--- src/sv/kwm_pkg.sv ---
`timescale 1ns / 1ps
`default_nettype none
package kwm_pkg;

   // field widths fixed by the transaction format
   localparam int unsigned VALUE_W = 32;
   localparam int unsigned LANE_FW = 3;
   localparam int unsigned CFG_W   = 4;

   // command codes of an input transaction
   typedef enum logic [1:0] {
      CMD_ELEMENT = 2'd0,
      CMD_FINAL   = 2'd1,
      CMD_CLOSE   = 2'd2,
      CMD_NONE    = 2'd3
   } cmd_type;

   typedef struct packed {
      cmd_type                     command;
      logic [LANE_FW-1:0]          lane;
      logic signed [VALUE_W-1:0]   element_value;
   } req_type;

   typedef struct packed {
      logic signed [VALUE_W-1:0]   merged_value;
      logic [LANE_FW-1:0]          source_lane;
      logic                        last;
      logic                        no_data;
   } rsp_type;

   // running result of one pass over the lane heads
   typedef struct packed {
      logic                        any;
      logic                        all_closed;
      logic                        ready;
      logic                        two_full;
      logic [LANE_FW-1:0]          best_lane;
      logic signed [VALUE_W-1:0]   best_value;
   } scan_type;

   localparam scan_type SCAN_INIT = '{
      any:        1'b0,
      all_closed: 1'b1,
      ready:      1'b1,
      two_full:   1'b0,
      best_lane:  '0,
      best_value: '0
   };

endpackage
`default_nettype wire

--- src/sv/kwm_scan_step.sv ---
`timescale 1ns / 1ps
`default_nettype none
module kwm_scan_step
   import kwm_pkg::*;
(
   input  scan_type                  scan_cur,
   input  logic [LANE_FW-1:0]        lane_idx,
   input  logic signed [VALUE_W-1:0] lane_value,
   input  logic                      lane_full,
   input  logic                      lane_closed,
   output scan_type                  scan_nxt
);

   logic is_less;

   // shared signed comparator; strict less keeps the lower lane on a tie
   assign is_less = lane_value < scan_cur.best_value;

   // fold one lane into the running minimum and the status flags
   always_comb begin
      scan_nxt = scan_cur;
      scan_nxt.all_closed = scan_cur.all_closed & lane_closed;
      if (lane_full) begin
         scan_nxt.any = 1'b1;
         if (scan_cur.any) begin
            scan_nxt.two_full = 1'b1;
         end
         if (!scan_cur.any || is_less) begin
            scan_nxt.best_lane  = lane_idx;
            scan_nxt.best_value = lane_value;
         end
      end else if (!lane_closed) begin
         scan_nxt.ready = 1'b0;
      end
   end

endmodule
`default_nettype wire

--- src/sv/kwm_heads.sv ---
`timescale 1ns / 1ps
`default_nettype none
module kwm_heads
   import kwm_pkg::*;
#(
   parameter int unsigned HEADS  = 8,
   parameter int unsigned LANE_W = 3
) (
   input  logic                      clock,
   input  logic                      reset,
   input  logic                      wr_en,
   input  req_type                   wr,
   input  logic [CFG_W-1:0]          n_lanes,
   input  logic                      pop_en,
   input  logic [LANE_W-1:0]         pop_idx,
   input  logic                      clear_en,
   input  logic [LANE_W-1:0]         rd_idx,
   output logic signed [VALUE_W-1:0] rd_value,
   output logic                      rd_full,
   output logic                      rd_closed
);

   logic signed [VALUE_W-1:0] head_value_ff [HEADS];
   logic [HEADS-1:0]          head_full_ff;
   logic [HEADS-1:0]          head_full_in;
   logic [HEADS-1:0]          lane_closed_ff;
   logic [HEADS-1:0]          lane_closed_in;
   logic                      lane_ok;
   logic [LANE_W-1:0]         wr_idx;
   logic                      take_value;

   // a transaction counts only for an open lane taking part
   assign wr_idx  = wr.lane[LANE_W-1:0];
   assign lane_ok = wr_en && ({1'b0, wr.lane} < n_lanes) && !lane_closed_ff[wr_idx]
                    && (wr.command != CMD_NONE);
   assign take_value = lane_ok && (wr.command != CMD_CLOSE) && !head_full_ff[wr_idx];

   // head value store, only meaningful where the full flag is set
   always_ff @(posedge clock) begin
      if (take_value) begin
         head_value_ff[wr_idx] <= wr.element_value;
      end
   end

   // full and closed flags
   always_comb begin
      head_full_in   = head_full_ff;
      lane_closed_in = lane_closed_ff;
      if (clear_en) begin
         head_full_in   = '0;
         lane_closed_in = '0;
      end else begin
         if (take_value) begin
            head_full_in[wr_idx] = 1'b1;
         end
         if (lane_ok && (wr.command != CMD_ELEMENT)) begin
            lane_closed_in[wr_idx] = 1'b1;
         end
         if (pop_en) begin
            head_full_in[pop_idx] = 1'b0;
         end
      end
   end

   always_ff @(posedge clock) begin
      if (reset) begin
         head_full_ff   <= '0;
         lane_closed_ff <= '0;
      end else begin
         head_full_ff   <= head_full_in;
         lane_closed_ff <= lane_closed_in;
      end
   end

   // scan read port
   assign rd_value  = head_value_ff[rd_idx];
   assign rd_full   = head_full_ff[rd_idx];
   assign rd_closed = lane_closed_ff[rd_idx];

endmodule
`default_nettype wire

--- src/sv/k_way_sorted_merge_top.sv ---
`timescale 1ns / 1ps
`default_nettype none
// Merges up to eight ascending streams of signed 32-bit values into one ascending
// stream. Each input transaction gives an element to a lane or closes it; lane heads
// are kept in registers and one comparator walks them one lane per cycle. With n lanes
// in use (csr lanes_in_use, clamped to 1..min(LANES,8)) a selection pass that emits
// scans the n lanes, makes a decision and loads the output register; the closing pass
// that finds nothing to emit scans the lanes and decides. An input transaction keeps
// the input not ready until its closing pass is done, or until its last result ends
// the merge (an end marker counts as a result), and while the output register waits
// on rsp_ready. Ties go to the lowest lane. The final result of a merge has last set;
// a merge that ends without emitting anything on that transaction gives one result
// with no_data and last set and zero value fields. The block then clears itself for
// the next merge. lanes_in_use may only be written while the block is idle.
module k_way_sorted_merge_top
   import kwm_pkg::*;
#(
   parameter int unsigned LANES = 8
) (
   input  logic             clock,
   input  logic             reset,
   input  logic             req_valid,
   output logic             req_ready,
   input  req_type          req_data,
   output logic             rsp_valid,
   input  logic             rsp_ready,
   output rsp_type          rsp_data,
   input  logic             csr_wr_en,
   input  logic [CFG_W-1:0] csr_wr_data
);

   localparam int unsigned HEADS  = (LANES < 8) ? LANES : 8;
   localparam int unsigned LANE_W = $clog2(HEADS);
   localparam logic [CFG_W-1:0] HEADS_N = CFG_W'(HEADS);

   typedef enum logic [3:0] {
      ST_IDLE   = 4'b0001,
      ST_SCAN   = 4'b0010,
      ST_DECIDE = 4'b0100,
      ST_EMIT   = 4'b1000
   } state_type;

   state_type           state_ff, state_in;
   logic [CFG_W-1:0]    lanes_in_use_ff;
   logic [CFG_W-1:0]    n_lanes;
   logic [LANE_W-1:0]   n_last;
   logic [LANE_W-1:0]   scan_idx_ff, scan_idx_in;
   scan_type            scan_ff, scan_in, scan_step;
   logic                emitted_ff, emitted_in;
   logic                marker_ff, marker_in;
   logic                rsp_valid_ff, rsp_valid_in;
   rsp_type             rsp_data_ff, rsp_data_in;
   logic                req_fire;
   logic                out_free;
   logic                pop_en;
   logic                clear_en;
   logic signed [VALUE_W-1:0] rd_value;
   logic                rd_full;
   logic                rd_closed;

   // lane count register and its clamp
   always_ff @(posedge clock) begin
      if (reset) begin
         lanes_in_use_ff <= CFG_W'(8);
      end else if (csr_wr_en) begin
         lanes_in_use_ff <= csr_wr_data;
      end
   end

   always_comb begin
      if (lanes_in_use_ff == '0) begin
         n_lanes = CFG_W'(1);
      end else if (lanes_in_use_ff > HEADS_N) begin
         n_lanes = HEADS_N;
      end else begin
         n_lanes = lanes_in_use_ff;
      end
   end

   assign n_last = LANE_W'(n_lanes - CFG_W'(1));

   // handshakes
   assign req_ready = (state_ff == ST_IDLE);
   assign req_fire  = req_valid && req_ready;
   assign out_free  = !rsp_valid_ff || rsp_ready;

   // lane head store
   kwm_heads #(
      .HEADS  (HEADS),
      .LANE_W (LANE_W)
   ) u_heads (
      .clock     (clock),
      .reset     (reset),
      .wr_en     (req_fire),
      .wr        (req_data),
      .n_lanes   (n_lanes),
      .pop_en    (pop_en),
      .pop_idx   (scan_ff.best_lane[LANE_W-1:0]),
      .clear_en  (clear_en),
      .rd_idx    (scan_idx_ff),
      .rd_value  (rd_value),
      .rd_full   (rd_full),
      .rd_closed (rd_closed)
   );

   // shared compare unit
   kwm_scan_step u_step (
      .scan_cur    (scan_ff),
      .lane_idx    (LANE_FW'(scan_idx_ff)),
      .lane_value  (rd_value),
      .lane_full   (rd_full),
      .lane_closed (rd_closed),
      .scan_nxt    (scan_step)
   );

   // sequencer
   always_comb begin
      state_in     = state_ff;
      scan_idx_in  = scan_idx_ff;
      scan_in      = scan_ff;
      emitted_in   = emitted_ff;
      marker_in    = marker_ff;
      rsp_valid_in = rsp_valid_ff && !rsp_ready;
      rsp_data_in  = rsp_data_ff;
      pop_en       = 1'b0;
      clear_en     = 1'b0;
      case (state_ff)
         ST_IDLE: begin
            if (req_fire) begin
               state_in    = ST_SCAN;
               scan_idx_in = '0;
               scan_in     = SCAN_INIT;
               emitted_in  = 1'b0;
            end
         end
         ST_SCAN: begin
            scan_in     = scan_step;
            scan_idx_in = scan_idx_ff + LANE_W'(1);
            if (scan_idx_ff == n_last) begin
               state_in = ST_DECIDE;
            end
         end
         ST_DECIDE: begin
            if (scan_ff.ready && scan_ff.any) begin
               state_in  = ST_EMIT;
               marker_in = 1'b0;
            end else if (!emitted_ff && !scan_ff.any && scan_ff.all_closed) begin
               state_in  = ST_EMIT;
               marker_in = 1'b1;
            end else begin
               state_in = ST_IDLE;
            end
         end
         ST_EMIT: begin
            if (out_free) begin
               rsp_valid_in = 1'b1;
               if (marker_ff) begin
                  rsp_data_in = '{merged_value: '0, source_lane: '0,
                                  last: 1'b1, no_data: 1'b1};
                  clear_en    = 1'b1;
                  state_in    = ST_IDLE;
               end else begin
                  rsp_data_in = '{merged_value: scan_ff.best_value,
                                  source_lane:  scan_ff.best_lane,
                                  last:         scan_ff.all_closed && !scan_ff.two_full,
                                  no_data:      1'b0};
                  if (scan_ff.all_closed && !scan_ff.two_full) begin
                     clear_en = 1'b1;
                     state_in = ST_IDLE;
                  end else begin
                     pop_en      = 1'b1;
                     emitted_in  = 1'b1;
                     scan_idx_in = '0;
                     scan_in     = SCAN_INIT;
                     state_in    = ST_SCAN;
                  end
               end
            end
         end
         default: begin
            state_in = ST_IDLE;
         end
      endcase
   end

   // control registers
   always_ff @(posedge clock) begin
      if (reset) begin
         state_ff     <= ST_IDLE;
         rsp_valid_ff <= 1'b0;
         emitted_ff   <= 1'b0;
         marker_ff    <= 1'b0;
         scan_idx_ff  <= '0;
      end else begin
         state_ff     <= state_in;
         rsp_valid_ff <= rsp_valid_in;
         emitted_ff   <= emitted_in;
         marker_ff    <= marker_in;
         scan_idx_ff  <= scan_idx_in;
      end
   end

   // datapath registers
   always_ff @(posedge clock) begin
      scan_ff     <= scan_in;
      rsp_data_ff <= rsp_data_in;
   end

   assign rsp_valid = rsp_valid_ff;
   assign rsp_data  = rsp_data_ff;

endmodule
`default_nettype wire

--- config.mk ---
export PLATFORM = sky130hd
export DESIGN_NAME = k_way_sorted_merge_top
export DESIGN_NICKNAME = d
export VERILOG_FILES = /design/src/sv/kwm_pkg.sv /design/src/sv/kwm_scan_step.sv /design/src/sv/kwm_heads.sv /design/src/sv/k_way_sorted_merge_top.sv
export SDC_FILE = /design/constraint.sdc
export NUM_CORES = 1
export LEC_CHECK = 0
export BUFFER_PORTS_ARGS = -buffer_cell sky130_fd_sc_hd__buf_2
export CORE_MARGIN = 3
export CORE_UTILIZATION = 33
export DETAILED_ROUTE_END_ITERATION = 10
export PLACE_DENSITY_LB_ADDON = 0.05
export SYNTH_ARGS = -nofsm -noshare
export SYNTH_HDL_FRONTEND = slang
export SYNTH_HIERARCHICAL = 1
export SYNTH_SLANG_ARGS = --single-unit
--- constraint.sdc ---
create_clock -name clock -period 10.65 [get_ports clock]
set_clock_uncertainty 0.05 [all_clocks]
set_input_delay 2.13 -clock clock [delete_from_list [all_inputs] [get_ports clock]]
set_output_delay 2.13 -clock clock [all_outputs]
set_load 0.005 [all_outputs]
=== Word level (Yosys, flattened, before mapping) ===
Memory sizes are Yosys's and may differ from the RTL's. A register that Yosys moved wholly into a read port is not among the register bits.
Index checks and enable logic that the tools add are counted.

* Add/subtract/negate cells: 2
* Magnitude comparators: 8
* Equality and inequality tests: 17
* Multiplexer cells: 63
* Bitwise operators: 5
* Reduce and logical (&&, ||, !) cells: 38

{| class="wikitable"
|+ Operators with widths
! operator !! number
|-
| 39-bit two-way mux || 4
|-
| 39-bit case mux with 3 select lines || 1
|-
| 36-bit two-way mux || 1
|-
| 35-bit two-way mux || 1
|-
| 32-bit < comparator || 1
|-
| 1-bit two-way mux || 29
|-
| 4-bit two-way mux || 7
|-
| 8-bit two-way mux || 3
|-
| 7-bit AND reduction || 3
|-
| 2-bit inequality test (second input constant) || 10
|-
| 3-bit two-way mux || 6
|-
| 8-bit OR || 2
|-
| 4-bit case mux with 4 select lines || 1
|-
| 1-bit logical AND || 14
|-
| 1-bit binary-select mux with 3-bit select || 4
|-
| 3-bit by 4-bit < comparator with 1-bit output (second input constant) || 3
|-
| 5-bit AND reduction || 2
|-
| 3-bit case mux with 3 select lines || 1
|-
| 8-bit bitwise AND || 1
|-
| 8-bit inverter || 1
|-
| 1-bit logical NOT || 7
|-
| 1-bit demux with 3-bit select || 2
|-
| 3-bit by 1-bit >= comparator with 1-bit output (second input constant) || 2
|-
| 6-bit AND reduction || 1
|-
| other kinds (20) || 26
|}

* Register bits: 106
* Memory bits (writable): 256
* Input port bits: 46
* Memories: 1

{| class="wikitable"
|+ Memories
! memory !! depth !! width !! read ports !! clocked after Yosys merged registers in !! wr ports !! RTL line !! RTL
|-
| u_heads.head_value_ff || 8 || 32 || 1 || 1 || 1 || kwm_heads.sv:23 || <nowiki>logic signed [VALUE_W-1:0] head_value_ff [HEADS];</nowiki>
|}

=== Logic depth before layout (Yosys ltp) ===
Gate-level depths: netlist of the first run.

* Depth in word-level cells: 13
* Mapped depth: 15

=== Modules after synthesis ===
Netlist of the first run, hierarchy kept.

{| class="wikitable"
|+ By module, submodules not included
! module !! instances !! cells an instance !! area an instance (sq um) !! sequential area each (sq um)
|-
| kwm_heads || 1 || 503 || 10,699.0 || 8,007.7
|-
| k_way_sorted_merge_top || 1 || 261 || 3,584.7 || 2,562.5
|-
| kwm_scan_step || 1 || 157 || 1,263.7 || 0.0
|}

=== Worst setup path after synthesis of the first run ===
OpenSTA, ideal clock, no wires.

* Path kind: input-to-reg
* From: input req_data[33] in the netlist's numbering
* To: memory u_heads.head_value_ff[5][0] (enable)
* Setup time: 0.502 ns
* Arrival: 6.164 ns
* Required time: 10.098 ns
* Path slack: 3.934 ns
* Cell stages on the path: 6
* Path buffers: 1
* Cells stage by stage: ha_1 a21o_1 a31oi_2 nand2_2 buf_6 nor4_1

* Cells in the longest elaborated chain, start to end: 9
* Elaborated cells on any way between the ends: 14
* Classes of those cells: order compare (1); mux (6); reduce/logical (7)

{| class="wikitable"
|+ RTL lines
! element !! RTL line !! RTL
|-
| from (decl) || k_way_sorted_merge_top.sv:24 || <nowiki>input req_type req_data,</nowiki>
|-
| 1-bit binary-select mux with 3-bit select || kwm_heads.sv:34 || <nowiki>assign lane_ok = wr_en && ({1'b0, wr.lane} < n_lanes) && !lane_closed_ff[wr_idx]</nowiki>
|-
| 1-bit two-way mux (implied by the code) || kwm_heads.sv:34 ||
|-
| 1-bit logical NOT || kwm_heads.sv:34 ||
|-
| 1-bit logical AND || kwm_heads.sv:34 ||
|-
| 1-bit logical AND || kwm_heads.sv:35 || <nowiki>&& (wr.command != CMD_NONE);</nowiki>
|-
| 1-bit logical AND (2 in series) || kwm_heads.sv:36 || <nowiki>assign take_value = lane_ok && (wr.command != CMD_CLOSE) && !head_full_ff[wr_idx];</nowiki>
|-
| 1-bit two-way mux || kwm_heads.sv:40 || <nowiki>if (take_value) begin</nowiki>
|-
| 1-bit two-way mux (implied by the code) || kwm_heads.sv:41 || <nowiki>head_value_ff[wr_idx] <= wr.element_value;</nowiki>
|-
| to (decl) || kwm_heads.sv:23 ||
|}

Several ways; a longest one is shown, not always the timed one. The select of a mux whose other input is x is not followed.

==> qor.yml, run 1 <==
min_path:
  hold_path_startpoint: "u_heads/lane_closed_ff[2]$_SDFFE_PP0P_"
  min_delay_path_depth: 2
  min_path_type: "reg -> reg"
  min_to: "u_heads/lane_closed_ff[2]$_SDFFE_PP0P_"
floorplanning:
  num_io_pins: 85
  initial_core_util_pct: 33.8
  row_count: 78
  fp.dieW_um: 223
  coreArea_mm2: 0.0460
  die_y_um: 223
  dieArea_mm2: 0.0498
yosys:
  synth.distinct_cells: 62
  ys_ff_latch: 362
  synth_area_per_cell_um2: 16.9
  synth-edff-count: 332
  synthFlopType: "edfxtp_1"
  seq_area_frac_synth_pct: 68.0
  postSynthCellCount: 921
  synth.cell_area_mm2: 0.0155
  async_flop_share_pct: 0
  yosys_warnings: 6
  synthesis.nets: 1002
grt:
  antenna_found_initial: 2
  grt_pass1_wl_mm: 57.6
  grt_start_max_net_pins: 43
  grt_remaining_overflow: 0
  grt_pass1_vias: 8831
  track_usage_pct: 15.4
route:
  num_vias: 8236
  drt_drc_violations_left: 0
  drt-pass1-iter-count: 5
  drt_iter0_drc: 496
  drt-wirelength-per-cell_um: 22.8
  drt-total-wl_mm: 37.8
  drt-vias-per-instance: 4.96
  ant_nets: 0
sta:
  hold_ws_ps: 427
  finalCritPeriodShare_pct: 52.1
  tightestPinTransition_ps: 1020
  tns_ps: 0
  drv_slew: 0
  setup_viol: 0
  rsz0062_at_grt: "false"
  max_freq_mhz: 180
  period_minus_slack_ps: 5540
  max-slew-margin-rel_pct: 31.5
  finalHoldViolations: 0
placement:
  place_area_mm2: 0.0167
  dpl.hpwl_mm: 22.3
  gp_congestion: 0.694
  io_buffers: 84
  dp.cells: 1580
setup_path:
  rrSetupSlack_ps: 5110
  path_max_fanout: 31
  crit-reg2reg-launch: "scan_idx_ff[0]$_SDFFE_PP0P_"
  cp-start-kind: "register"
  r2r.worst_path.cells: 13
  critPathArrivalTime_ps: 5810
  slowest_stage: "dfxtp_4"
  reg2reg_to: "scan_ff[17]$_SDFFCE_PN0P_"
  end_kind: "register"
  cp_num_buf_inv: 2
  path_delay_family: "multiplexers"
  required_ps: 10910
  cpPeakStageDelay_ps: 670
  path_cells: "buf_4 > mux4_2 > mux2_2 > ha_1 > nand4_1 > nor3_1 > nand2_1 > nor3_1 > a211oi_2 > a311oi_4 > buf_4 > mux2_2 > and3_1"
  crit_type: "reg -> reg"
power:
  pwr-share-clk_pct: 42.1
  p_leak_uw: 0.00619
  p_comb_share_pct: 8.6
  p_switching_uw: 763
  ir_worst_vdd_v: 0.000118
  seqPwrFrac_pct: 49.4
  power_density_mw_per_mm2: 185
  p_int_uw: 2580
  switching_share_pct: 22.8
finish:
  syn2layout_area_growth_pct: 16.2
  layout_common_cells: "edfxtp_1, buf_2, mux4_2, mux2_2, inv_1"
  fin_util_pct: 39.3
  layoutNonFillerInstCount: 1659
  drive_above_1_share_pct: 30.7
  stdcell_area_mm2: 0.0181
  nNetsFinal: 1107
  layout_commonest_cell: "edfxtp_1"
run:
  cap_violations: 0
clocking:
  clkLatencyLatePin_ps: 560
  cts_buffers: 44
  clkSinkCount: 362
  cts_tree: "built"
  clkTransAtPathRegs_ps: 50
  htreeDepth: 2
  cts_resized: 0
  cts_setup_buffers: 0
  cts_buffer_depth: 3
  hold_buffers: 0
  root_buffer: "clkbuf_16"
outcome:
  status: "finished clean"
## state kept, by name, indices dropped and copies added (netlist names), 3 cells and up
| name | count |
|---|---|
| lanes_in_use_ff | 4 |
| rsp_data | 37 |
| scan_ff | 39 |
| scan_idx_ff | 3 |
| state_ff | 4 |
| u_heads/head_full_ff | 8 |
| u_heads/head_value_ff | 256 |
| u_heads/lane_closed_ff | 8 |
## metrics by stage
stage          total power [µW]  worst slack [ps]
4_1_cts                    3410              4990
3_3_place_gp               1980              5060
3_5_place_dp               1980              4990
2_1_floorplan              1870              3930
6_report                   3350              5110
5_1_grt                    3500              4720
## cell type report
class | instances | area (µm²)
clock buffer | 58 | 1170
multi-input combinational | 463 | 4610
fill | 4262 | 27900
timing repair buffer | 106 | 586
tap | 600 | 751
antenna | 1 | 2.50
sequential | 362 | 10600
clock inverter | 20 | 170
inverter | 49 | 184
## power groups by stage
stage / clock (µW) / combinational (µW) / sequential (µW)
after detailed placement: 0 / 293 / 1680
after global routing: 1520 / 325 / 1660
after floorplan: 0 / 206 / 1660
after CTS: 1460 / 295 / 1650
final: 1410 / 286 / 1650
after global placement: 0 / 293 / 1680
## cells in the mapped netlist, types with 4 or more instances
master | instances | area share [%]
a21oi_1 | 19 | 0.61
mux2i_1 | 7 | 0.45
inv_1 | 49 | 1.2
mux2_2 | 65 | 4.7
a21o_1 | 4 | 0.19
ha_1 | 35 | 2.8
clkbuf_1 | 25 | 0.60
nor4_1 | 7 | 0.28
buf_2 | 11 | 0.35
nand2_1 | 32 | 0.77
dfxtp_1 | 30 | 3.9
nor2_1 | 26 | 0.63
nand3_1 | 5 | 0.16
o21ai_0 | 13 | 0.42
nor2b_1 | 42 | 1.7
and3_1 | 38 | 1.5
xor2_1 | 4 | 0.23
nand2b_1 | 13 | 0.52
nor3_1 | 10 | 0.32
o31ai_1 | 7 | 0.34
or3_1 | 5 | 0.20
buf_6 | 5 | 0.36
o22ai_1 | 4 | 0.16
edfxtp_1 | 332 | 64
mux4_2 | 68 | 9.9
## worst max-delay path by stage
stage / depth (start not counted) / slack, ps / end / from
floorplan: 6 / 3930 / u_heads/head_value_ff[5][0]$_DFFE_PP_ / req_data[33]
CTS: 13 / 4990 / scan_ff[12]$_SDFFCE_PN0P_ / scan_idx_ff[0]$_SDFFE_PP0P_
global placement: 13 / 5060 / scan_ff[18]$_SDFFCE_PN0P_ / scan_idx_ff[0]$_SDFFE_PP0P_
detailed placement: 13 / 4990 / scan_ff[17]$_SDFFCE_PN0P_ / scan_idx_ff[0]$_SDFFE_PP0P_
finish: 13 / 5110 / scan_ff[17]$_SDFFCE_PN0P_ / scan_idx_ff[0]$_SDFFE_PP0P_
global route: 13 / 4720 / scan_ff[1]$_SDFFCE_PN0P_ / scan_idx_ff[0]$_SDFFE_PP0P_
## cells by family (layout without fill, tap and decap cells)
group	count (synthesis)	after routing	share of synthesized area, %
buffers and inverters	96	233	2.72
adder cells (fa/ha/maj)	35	35	2.82
AO/OA/AOI/OAI	77	77	3.55
multiplexers	143	143	15.2
other	0	1	0
XOR/XNOR	6	6	0.338
AND/OR/NAND/NOR	202	202	7.36
flip-flops	362	362	68.0
## tightest hold or removal path: cells and delay by family (launching register included)
| family | cells | cell delay [ps] |
|---|---|---|
| compound gates | 1 | 50 |
| simple gates | 1 | 60 |
| flops | 1 | 310 |
## metal layers
layer	global-route usage (%)	part of all wire, %
met4	4.45	1.9
met1	21.4	46
met2	24.8	47
met3	2.79	4.9
met5	0	0.061
Power figures use the tool's default switching activity.
==> run 2, diff against run 1 <==
==> constraint.sdc (replaced) <==
create_clock -name clock -period 5.6 [get_ports clock]
set_clock_uncertainty 0.05 [all_clocks]
set_input_delay 1.12 -clock clock [delete_from_list [all_inputs] [get_ports clock]]
set_output_delay 1.12 -clock clock [all_outputs]
set_load 0.005 [all_outputs]
==> qor.yml, run 2 (same netlist as run 1, synthesis figures left out) <==
outcome:
  status: "finished clean"  # unchanged
setup_path:
  r2r.worst_path.cells: 13  # unchanged
  end_kind: "register"  # unchanged
  crit-reg2reg-launch: "scan_idx_ff[0]$_SDFFE_PP0P_"  # unchanged
  crit_type: "reg -> reg"  # unchanged
  slowest_stage: "dfxtp_4"  # unchanged
  crit_cells: 13  # unchanged
  path_delay_family: "multiplexers"  # unchanged
  path_cells: "buf_4 > mux4_2 > mux2_2 > ha_1 > nand2_1 > or3_1 > o221ai_1 > a211o_1 > a211oi_2 > a311oi_4 > buf_4 > mux2_2 > and3_1"  # was buf_4 > mux4_2 > mux2_2 > ha_1 > nand4_1 > nor3_1 > nand2_1 > nor3_1 > a211oi_2 > a311oi_4 > buf_4 > mux2_2 > and3_1
  cp_num_buf_inv: 2  # unchanged
  cpPeakStageDelay_ps: 780  # was 670 ps
  reg2reg_to: "scan_ff[6]$_SDFFCE_PN0P_"  # was scan_ff[17]$_SDFFCE_PN0P_
  path_max_fanout: 30  # was 31
  required_ps: 5870  # was 10,910 ps
  worstSetupStartpoint: "scan_idx_ff[0]$_SDFFE_PP0P_"  # unchanged
  critPathArrivalTime_ps: 4980  # was 5810 ps
  cp-start-kind: "register"  # unchanged
  crit_end: "scan_ff[6]$_SDFFCE_PN0P_"  # was scan_ff[17]$_SDFFCE_PN0P_
  rrSetupSlack_ps: 890  # was 5110 ps
floorplanning:
  num_io_pins: 85  # unchanged
  row_count: 78  # unchanged
  coreArea_mm2: 0.0460  # unchanged
  fp.dieW_um: 223  # unchanged
  die_y_um: 223  # unchanged
  dieArea_mm2: 0.0498  # unchanged
  initial_core_util_pct: 33.8  # unchanged
finish:
  layout_commonest_cell: "edfxtp_1"  # unchanged
  drive_above_1_share_pct: 31.0  # was 30.7%
  syn2layout_area_growth_pct: 15.7  # was 16.2%
  layoutNonFillerInstCount: 1657  # was 1,659
  stdcell_area_mm2: 0.0180  # was 0.0181 mm²
  top_register: "u_heads/head_value_ff"  # unchanged
  antenna_cells: 0  # was 1
  nNetsFinal: 1106  # was 1,107
  layout_common_cells: "edfxtp_1, buf_2, mux4_2, mux2_2, inv_1"  # unchanged
  largest_register_ffs: 256  # unchanged
sta:
  finalHoldViolations: 0  # unchanged
  setup_viol: 0  # unchanged
  tightestPinTransition_ps: 984  # was 1020 ps
  tns_ps: 0  # unchanged
  period_minus_slack_ps: 4710  # was 5540 ps
  rsz0062_at_grt: "false"  # unchanged
  drv_slew: 0  # unchanged
  finalCritPeriodShare_pct: 84.1  # was 52.1%
  max-slew-margin-rel_pct: 34.1  # was 31.5%
  max_freq_mhz: 212  # was 180 MHz
power:
  seqPwrFrac_pct: 50.8  # was 49.4%
  ir_worst_vdd_v: 0.000177  # was 0.000118 V
  pwr-share-clk_pct: 40.3  # was 42.1%
  p_leak_uw: 0.00616  # was 0.00619 µW
  switching_share_pct: 23.5  # was 22.8%
  p_int_uw: 4730  # was 2580 µW
  p_switching_uw: 1460  # was 763 µW
  p_comb_share_pct: 8.9  # was 8.6%
  power_density_mw_per_mm2: 344  # was 185 mW/mm²
grt:
  grt_pass1_vias: 8584  # was 8,831
  grt_remaining_overflow: 0  # unchanged
  track_usage_pct: 15.2  # was 15.4%
  grt_start_max_net_pins: 47  # was 43
  grt_pass1_wl_mm: 56.7  # was 57.6 mm
  antenna_found_initial: 3  # was 2
route:
  num_vias: 8187  # was 8,236
  drt-wirelength-per-cell_um: 22.7  # was 22.8 µm
  drt-total-wl_mm: 37.6  # was 37.8 mm
  drt_drc_violations_left: 0  # unchanged
  drt-vias-per-instance: 4.94  # was 4.96
  ant_nets: 0  # unchanged
  drt-pass1-iter-count: 4  # was 5
  drt_iter0_drc: 486  # was 496
placement:
  dp.cells: 1582  # was 1,580
  gp_congestion: 0.723  # was 0.694
  place_area_mm2: 0.0168  # was 0.0167 mm²
  io_buffers: 84  # unchanged
  dpl.hpwl_mm: 22.2  # was 22.3 mm
clocking:
  root_buffer: "clkbuf_16"  # unchanged
  htreeDepth: 2  # unchanged
  clkLatencyLatePin_ps: 560  # about the same
  clkSinkCount: 362  # unchanged
  cts_tree: "built"  # unchanged
  cts_buffers: 41  # was 44
  clkTransAtPathRegs_ps: 60  # was 50 ps
  cts_buffer_depth: 3  # unchanged
  hold_buffers: 0  # unchanged
  cts_resized: 0  # unchanged
  cts_setup_buffers: 0  # unchanged
min_path:
  min_path_type: "reg -> reg"  # unchanged
  min_delay_path_depth: 2  # unchanged
run:
  cap_violations: 0  # unchanged
## run 2: final cells by class
cell class              instances  area (µm²)
flip-flops and latches        362       10600
inverters                      49         184
clock buffers                  52        1090
clock inverters                23         153
repair buffers                108         613
well taps                     600         751
fillers                      4208       28000
multi-input cells             463        4630
## run 2: how the worst min path moves through the flow
stage | slack [ps] | start | endpoint
global placement | 410 | u_heads/lane_closed_ff[3]$_SDFFE_PP0P_ | u_heads/lane_closed_ff[3]$_SDFFE_PP0P_
finish | 430 | u_heads/lane_closed_ff[3]$_SDFFE_PP0P_ | u_heads/lane_closed_ff[3]$_SDFFE_PP0P_
floorplan | 390 | u_heads/lane_closed_ff[2]$_SDFFE_PP0P_ | u_heads/lane_closed_ff[2]$_SDFFE_PP0P_
detailed placement | 420 | u_heads/lane_closed_ff[0]$_SDFFE_PP0P_ | u_heads/lane_closed_ff[0]$_SDFFE_PP0P_
CTS | 430 | u_heads/lane_closed_ff[2]$_SDFFE_PP0P_ | u_heads/lane_closed_ff[2]$_SDFFE_PP0P_
global route | 460 | u_heads/lane_closed_ff[6]$_SDFFE_PP0P_ | u_heads/lane_closed_ff[6]$_SDFFE_PP0P_
## run 2: worst min-delay path: stages (launching register included)
cell and delay, ps:
dfxtp_1 320, nand2_1 60, o41ai_1 50
## run 2: per-stage QoR
| stage | hold WS (ps) | setup WS (ps) | total power [µW] | utilization [%] |
|---|---|---|---|---|
| floorplan | 386 | -31.0 | 3550 | - |
| global route | 461 | 550 | 6490 | 39.2 |
| global placement | 406 | 826 | 3760 | 36.5 |
| CTS | 429 | 758 | 6310 | 39.2 |
| detailed placement | 418 | 763 | 3760 | 36.5 |
| finish | 428 | 889 | 6190 | 39.2 |
## run 2: power by group through the flow
stage	clock network, µW	logic [µW]	registers [µW]
detailed placement	0	563	3200
CTS	2600	565	3150
floorplan	0	392	3160
finish	2500	550	3140
global placement	0	561	3200
global route	2710	620	3160
## run 2: per-layer routing
layer | GRT usage, % | up-vias | part of all wire, %
met2 | 24.7 | 124 | 47
met1 | 21.1 | 4194 | 47
li1 | - | 3807 | -
met5 | 0 | - | 0.096
met4 | 4.33 | 6 | 1.9
met3 | 2.80 | 56 | 3.6
